$ cat src/design/ctef_pkg.sv
`timescale 1ns / 1ps
`default_nettype none

package ctef_pkg;

  localparam int unsigned PixelWidth  = 8;
  localparam int unsigned RowWidth    = 12;
  localparam int unsigned PhaseWidth  = 3;
  localparam int unsigned PhaseCount  = 4;
  localparam int unsigned CfgIdxWidth = 3;
  localparam int unsigned CfgDatWidth = 12;

  // register indexes of the configuration port
  localparam logic [CfgIdxWidth-1:0] RegThreshOne   = 3'd0;
  localparam logic [CfgIdxWidth-1:0] RegThreshTwo   = 3'd1;
  localparam logic [CfgIdxWidth-1:0] RegThreshThree = 3'd2;
  localparam logic [CfgIdxWidth-1:0] RegThreshFour  = 3'd3;
  localparam logic [CfgIdxWidth-1:0] RegPhases      = 3'd4;
  localparam logic [CfgIdxWidth-1:0] RegColumn      = 3'd5;

  localparam logic [PixelWidth-1:0]  ThreshOneReset   = 8'd200;
  localparam logic [PixelWidth-1:0]  ThreshTwoReset   = 8'd160;
  localparam logic [PixelWidth-1:0]  ThreshThreeReset = 8'd200;
  localparam logic [PixelWidth-1:0]  ThreshFourReset  = 8'd100;
  localparam logic [PhaseWidth-1:0]  PhasesReset      = 3'd4;
  localparam logic [RowWidth-1:0]    ColumnReset      = 12'd0;

  typedef struct packed {
    logic [PixelWidth-1:0] pixel;
    logic                  last_in_column;
  } pixel_t;

  typedef struct packed {
    logic [RowWidth-1:0] column_out;
    logic [RowWidth-1:0] row_first;
    logic [RowWidth-1:0] row_second;
    logic [RowWidth-1:0] row_third;
    logic [RowWidth-1:0] row_fourth;
    logic                found_first;
    logic                found_second;
    logic                found_third;
    logic                found_fourth;
  } result_t;

endpackage

`default_nettype wire

$ cat src/design/column_threshold_edge_finder_unit.sv
// Column threshold edge finder.
// Pixels of one image column enter top to bottom on the pixel channel
// (pixel_valid / pixel_stall / pixel_data), one transaction per cycle while pixel_stall is low.
// The block looks in turn for: a pixel above threshold one, then one below
// threshold two, then above three, then below four, recording each row.
// On the pixel flagged last_in_column one transaction leaves on the result
// channel with the column number, four rows and four found flags.
// Thresholds, phase count and column number are written on the cfg channel
// (cfg_valid / cfg_ready, always ready); the user must write them only while
// no column is in flight: the block does not enforce this. Throughput is
// one pixel per cycle while pixel_stall is low, set by the single compare
// and phase update in the scan stage. A result passes through the input
// register and is then loaded into the result register.
// When the receiver stalls, the result holds; further pixels keep flowing
// until the next last pixel reaches the input register, and then
// pixel_stall rises until the result is taken.
// Synchronous reset clears the column state and restores the register
// defaults; no result is pending after reset.
`timescale 1ns / 1ps
`default_nettype none

module column_threshold_edge_finder_unit
  import ctef_pkg::*;
#(
  parameter int unsigned MAX_ROWS = 4096
) (
  input  wire logic                   clk,
  input  wire logic                   rst,
  input  wire logic                   pixel_valid,
  output      logic                   pixel_stall,
  input  wire pixel_t                 pixel_data,
  output      logic                   result_valid,
  input  wire logic                   result_stall,
  output      result_t                result_data,
  input  wire logic                   cfg_valid,
  output      logic                   cfg_ready,
  input  wire logic [CfgIdxWidth-1:0] cfg_index,
  input  wire logic [CfgDatWidth-1:0] cfg_data
);

  localparam logic [RowWidth-1:0] RowCap =
    (MAX_ROWS > 4096) ? {RowWidth{1'b1}} : RowWidth'(MAX_ROWS - 1);

  logic [PixelWidth-1:0] thresh_one;
  logic [PixelWidth-1:0] thresh_two;
  logic [PixelWidth-1:0] thresh_three;
  logic [PixelWidth-1:0] thresh_four;
  logic [PhaseWidth-1:0] phases;
  logic [RowWidth-1:0]   column;

  logic   held_valid;
  pixel_t held;
  logic   held_fire;

  logic [RowWidth-1:0]   row_counter;
  logic [PhaseWidth-1:0] phase;
  logic [RowWidth-1:0]   found_rows [PhaseCount];

  logic [PhaseWidth-1:0] limit;
  logic                  match;
  logic [PhaseWidth-1:0] phase_next;
  logic [RowWidth-1:0]   found_rows_next [PhaseCount];
  result_t               result_next;

  assign cfg_ready = 1'b1;

  always_ff @(posedge clk) begin
    if (rst) begin
      thresh_one   <= ThreshOneReset;
      thresh_two   <= ThreshTwoReset;
      thresh_three <= ThreshThreeReset;
      thresh_four  <= ThreshFourReset;
      phases       <= PhasesReset;
      column       <= ColumnReset;
    end else if (cfg_valid && cfg_ready) begin
      case (cfg_index)
        RegThreshOne:   thresh_one   <= cfg_data[PixelWidth-1:0];
        RegThreshTwo:   thresh_two   <= cfg_data[PixelWidth-1:0];
        RegThreshThree: thresh_three <= cfg_data[PixelWidth-1:0];
        RegThreshFour:  thresh_four  <= cfg_data[PixelWidth-1:0];
        RegPhases:      phases       <= cfg_data[PhaseWidth-1:0];
        RegColumn:      column       <= cfg_data[RowWidth-1:0];
        default: ;
      endcase
    end
  end

  // a last pixel may only leave the input register when the result slot is free
  assign held_fire   = held_valid &&
                       (!held.last_in_column || !result_valid || !result_stall);
  assign pixel_stall = held_valid && !held_fire;

  always_ff @(posedge clk) begin
    if (rst) begin
      held_valid <= 1'b0;
    end else if (!pixel_stall) begin
      held_valid <= pixel_valid;
    end
  end

  always_ff @(posedge clk) begin
    if (!pixel_stall && pixel_valid) begin
      held <= pixel_data;
    end
  end

  always_comb begin
    limit = (phases > PhaseWidth'(PhaseCount)) ? PhaseWidth'(PhaseCount) : phases;
    case (phase)
      3'd0:    match = held.pixel > thresh_one;
      3'd1:    match = held.pixel < thresh_two;
      3'd2:    match = held.pixel > thresh_three;
      default: match = held.pixel < thresh_four;
    endcase
    phase_next = phase;
    for (int k = 0; k < PhaseCount; k++) begin
      found_rows_next[k] = found_rows[k];
    end
    if (phase < limit && match) begin
      found_rows_next[phase[1:0]] = row_counter;
      phase_next = phase + 3'd1;
    end
  end

  always_comb begin
    result_next.column_out   = column;
    result_next.row_first    = found_rows_next[0];
    result_next.row_second   = found_rows_next[1];
    result_next.row_third    = found_rows_next[2];
    result_next.row_fourth   = found_rows_next[3];
    result_next.found_first  = phase_next > 3'd0;
    result_next.found_second = phase_next > 3'd1;
    result_next.found_third  = phase_next > 3'd2;
    result_next.found_fourth = phase_next > 3'd3;
  end

  always_ff @(posedge clk) begin
    if (rst) begin
      row_counter <= '0;
      phase       <= '0;
      for (int k = 0; k < PhaseCount; k++) begin
        found_rows[k] <= '0;
      end
    end else if (held_fire) begin
      if (held.last_in_column) begin
        // clear for the next column
        row_counter <= '0;
        phase       <= '0;
        for (int k = 0; k < PhaseCount; k++) begin
          found_rows[k] <= '0;
        end
      end else begin
        if (row_counter < RowCap) begin
          row_counter <= row_counter + 12'd1;
        end
        phase <= phase_next;
        for (int k = 0; k < PhaseCount; k++) begin
          found_rows[k] <= found_rows_next[k];
        end
      end
    end
  end

  always_ff @(posedge clk) begin
    if (rst) begin
      result_valid <= 1'b0;
    end else if (held_fire && held.last_in_column) begin
      result_valid <= 1'b1;
    end else if (!result_stall) begin
      result_valid <= 1'b0;
    end
  end

  always_ff @(posedge clk) begin
    if (held_fire && held.last_in_column) begin
      result_data <= result_next;
    end
  end

endmodule

`default_nettype wire

$ cat config.mk
export PLATFORM = sky130hd
export DESIGN_NAME = column_threshold_edge_finder_unit
export DESIGN_NICKNAME = d
export VERILOG_FILES = /design/src/design/ctef_pkg.sv /design/src/design/column_threshold_edge_finder_unit.sv
export SDC_FILE = /design/constraint.sdc
export NUM_CORES = 1
export LEC_CHECK = 0
export ABC_AREA = 1
export BUFFER_PORTS_ARGS = -buffer_cell sky130_fd_sc_hd__buf_2
export CORE_MARGIN = 2
export CORE_UTILIZATION = 50
export DETAILED_ROUTE_END_ITERATION = 16
export PLACE_DENSITY_LB_ADDON = 0.3
export SYNTH_ARGS = -nofsm -noshare
export SYNTH_HDL_FRONTEND = slang
export SYNTH_SLANG_ARGS = --single-unit
export TNS_END_PERCENT = 50
$ cat constraint.sdc
create_clock -name clk -period 7 [get_ports clk]
set_clock_uncertainty 0.05 [all_clocks]
set_input_delay 0.35 -clock clk [delete_from_list [all_inputs] [get_ports clk]]
set_output_delay 0.35 -clock clk [all_outputs]
set_load 0.02 [all_outputs]
==> out/results.txt <==
vias per inst -> 5.09
Placed Cells -> 1228
worst path arrival time -> 3.88 ns
Syn Area/Cell -> 9.24 um2
fmax -> 263 MHz
CP startpoint kind -> register
Max-cap violations -> 0
Critical Path RT -> 7.08 ns
library cells used by synthesis -> 39
slew margin rel. -> 0.249
drt first pass iters -> 5
Die X -> 136 um
status -> finished, final reports clean
post-synthesis register bit count -> 185
die height -> 136 um
Post-Route WL -> 18800 um
port buffer count -> 94
placed inst area -> 0.00927 mm2
max-slew violation total from the final report -> 0
Final Cycle Share -> 0.543
hold crit path type -> in2reg
syn_nets -> 1008
RR Endpoint -> found_rows[0][2]$_SDFFCE_PN0P_
number of diodes -> 0
cell count after synthesis -> 942
post-synthesis instance area -> 0.00871 mm2
Worst R2R Setup Slack -> 3.20 ns
unrepaired setup endpoints after global routing -> false
leakage power -> 4.19 nW
largest net degree at the start of global routing -> 49
row cnt -> 48
layout cell share with drive strength beyond 1 -> 0.192
pwr dens -> 243 mW/mm2
clk buf depth -> 2
area leader, netlist -> edfxtp_1
register area share after synthesis -> 0.551
Fin Hold WS -> 0.0496 ns
Crit Path Max Fanout -> 40
# IOs -> 96
peak supply drop -> 192 uV
CTS Sinks -> 185
top cells by area, synth -> edfxtp_1 (38%), dfxtp_1 (17%), nand2_1 (8.9%)
H-tree levels -> 4
routed len/inst -> 14.9 um
synth-to-layout area growth -> 12.7%
DRT antenna net count -> 0
initial antenna violation count -> 0
CTS tree -> yes
Yosys Warn Count -> 0
minimum clock period -> 3.80 ns
vias in the first global route -> 6056
Setup crit end -> found_rows[0][2]$_SDFFCE_PN0P_
Die ar. -> 0.0185 mm2
Global Route Usage Sum -> 0.212
Iter 0 DRT Violations -> 508
Nets -> 1088
Clock Latency Late Sink -> 0.43 ns
worst slew pin tran -> 1.12 ns
Setup violations, final -> 0
final instance area -> 0.00981 mm2
Initial Util -> 0.507
via count -> 6412
core area -> 0.0172 mm2
postcts setup bufs -> 0
Worst R2R Start -> phase[1]$_SDFFE_PP0P_
Layout Cells excl Fill -> 1260
total grt overflow -> 0
kind of critical path -> reg2reg
post-cts sizing count -> 0
Critical Path Sink Type -> register
Worst Setup SP -> phase[1]$_SDFFE_PP0P_
clk slew on worst S/H paths -> 0.07 ns
first-pass GRT wire length -> 30300 um
worst reg-to-reg path cell count -> 10
Placer Congestion -> 0.810
DRC Markers -> 0
Num CTS Buffers -> 17
hold_buf cts -> 0
Synth top area share -> 0.376
CTS root buf -> clkbuf_16
Final Hold Viols -> 0
Total Power -> 2.38 mW
setup TNS -> 0 ns
dpl hpwl -> 12800 um
## kinds of logic (layout without fill, tap and decap cells)
group	Yosys count	in the layout	share of synthesized area
and+or+nand+nor	368	368	0.186
buffers and inverters	158	251	0.0763
DFF	185	185	0.551
AOI/OAI and AO/OA	193	193	0.133
adders and majority gates	37	37	0.0532
other	1	1	0.000431
## worst min-delay path by stage
stage / start / end / slack (ns) / depth (start not counted)
after CTS: pixel_data[8] / held[8]$_DFFE_PP_ / 0.03 / 1
after detailed placement: column[1]$_SDFFE_PP0P_ / result_data[53]$_DFFE_PP_ / 0.36 / 0
after floorplan: column[0]$_SDFFE_PP0P_ / result_data[52]$_DFFE_PP_ / 0.35 / 0
after global routing: pixel_data[7] / held[7]$_DFFE_PP_ / 0.03 / 1
final: pixel_data[8] / held[8]$_DFFE_PP_ / 0.05 / 1
after global placement: column[1]$_SDFFE_PP0P_ / result_data[53]$_DFFE_PP_ / 0.36 / 0
## layout by cell type (no fill, tap or decap), types with 21 or more instances in the layout
cell type,count
ha_1,37
nor2_1,66
nand2_2,26
inv_1,115
buf_2,94
a21oi_1,59
dfxtp_1,76
o21ai_0,79
edfxtp_1,109
nand3_1,23
a21oi_2,21
nand2_1,206
## flip-flops by register name, indices dropped and copies added (netlist names)
| register | cells |
|---|---|
| result_data | 64 |
| found_rows | 48 |
| column | 12 |
| row_counter | 12 |
| held | 9 |
| thresh_four | 8 |
| thresh_one | 8 |
| thresh_three | 8 |
| thresh_two | 8 |
| phase | 3 |
| phases | 3 |
| held_valid | 1 |
| result_valid | 1 |
## Yosys cell counts (all sizes together)
cell    count
a211oi      3
a21o        1
a21oi      81
a31oi       1
and2       13
and3        1
buf        18
clkbuf     17
clkinv      2
conb        1
dfxtp      76
edfxtp    109
ha         37
inv       121
nand2     232
nand3      25
nand4      17
nor2       73
nor3        5
nor4        2
o211ai      9
o21a        2
o21ai      95
o21bai      1
## critical path, cell delays in order (launching register included)
cell	delay, ns
dfxtp_1	0.41
inv_1	0.11
ha_1	0.20
inv_1	0.53
a31oi_4	0.20
inv_1	0.09
nand2_1	0.37
nand3_4	0.65
clkinv_2	0.52
nand2_1	0.24
a21oi_2	0.10
## layout make-up
| cell class | count | area (um2) |
|---|---|---|
| Fill cell | 1576 | 7360 |
| Sequential cell | 185 | 4790 |
| Multi-Input combinational cell | 599 | 3250 |
| Timing Repair Buffer | 96 | 485 |
| Clock buffer | 22 | 464 |
| Inverter | 123 | 463 |
| Tap cell | 225 | 282 |
| Clock inverter | 10 | 76.3 |
## through the flow
| stage | utilization | setup WS [ns] |
|---|---|---|
| floorplan | - | 4.48 |
| global placement | 0.540 | 3.35 |
| detailed placement | 0.540 | 3.25 |
| finish | 0.571 | 3.20 |
| global route | 0.571 | 2.91 |
| CTS | 0.571 | 3.21 |
## routing by layer
layer,GRT usage,vias up,routed length (um)
li1,-,3285,-
met1,0.293,2931,8990
met2,0.329,172,8470
met3,0.0459,24,938
met4,0.0764,0,385
met5,0,-,0
## power breakdown
part / switching (mW) / internal, mW
Clock: 0.390 / 0.503
Combinational: 0.182 / 0.0789
Sequential: 0.0216 / 1.20
No activity file was read; power rests on OpenSTA's default activity.
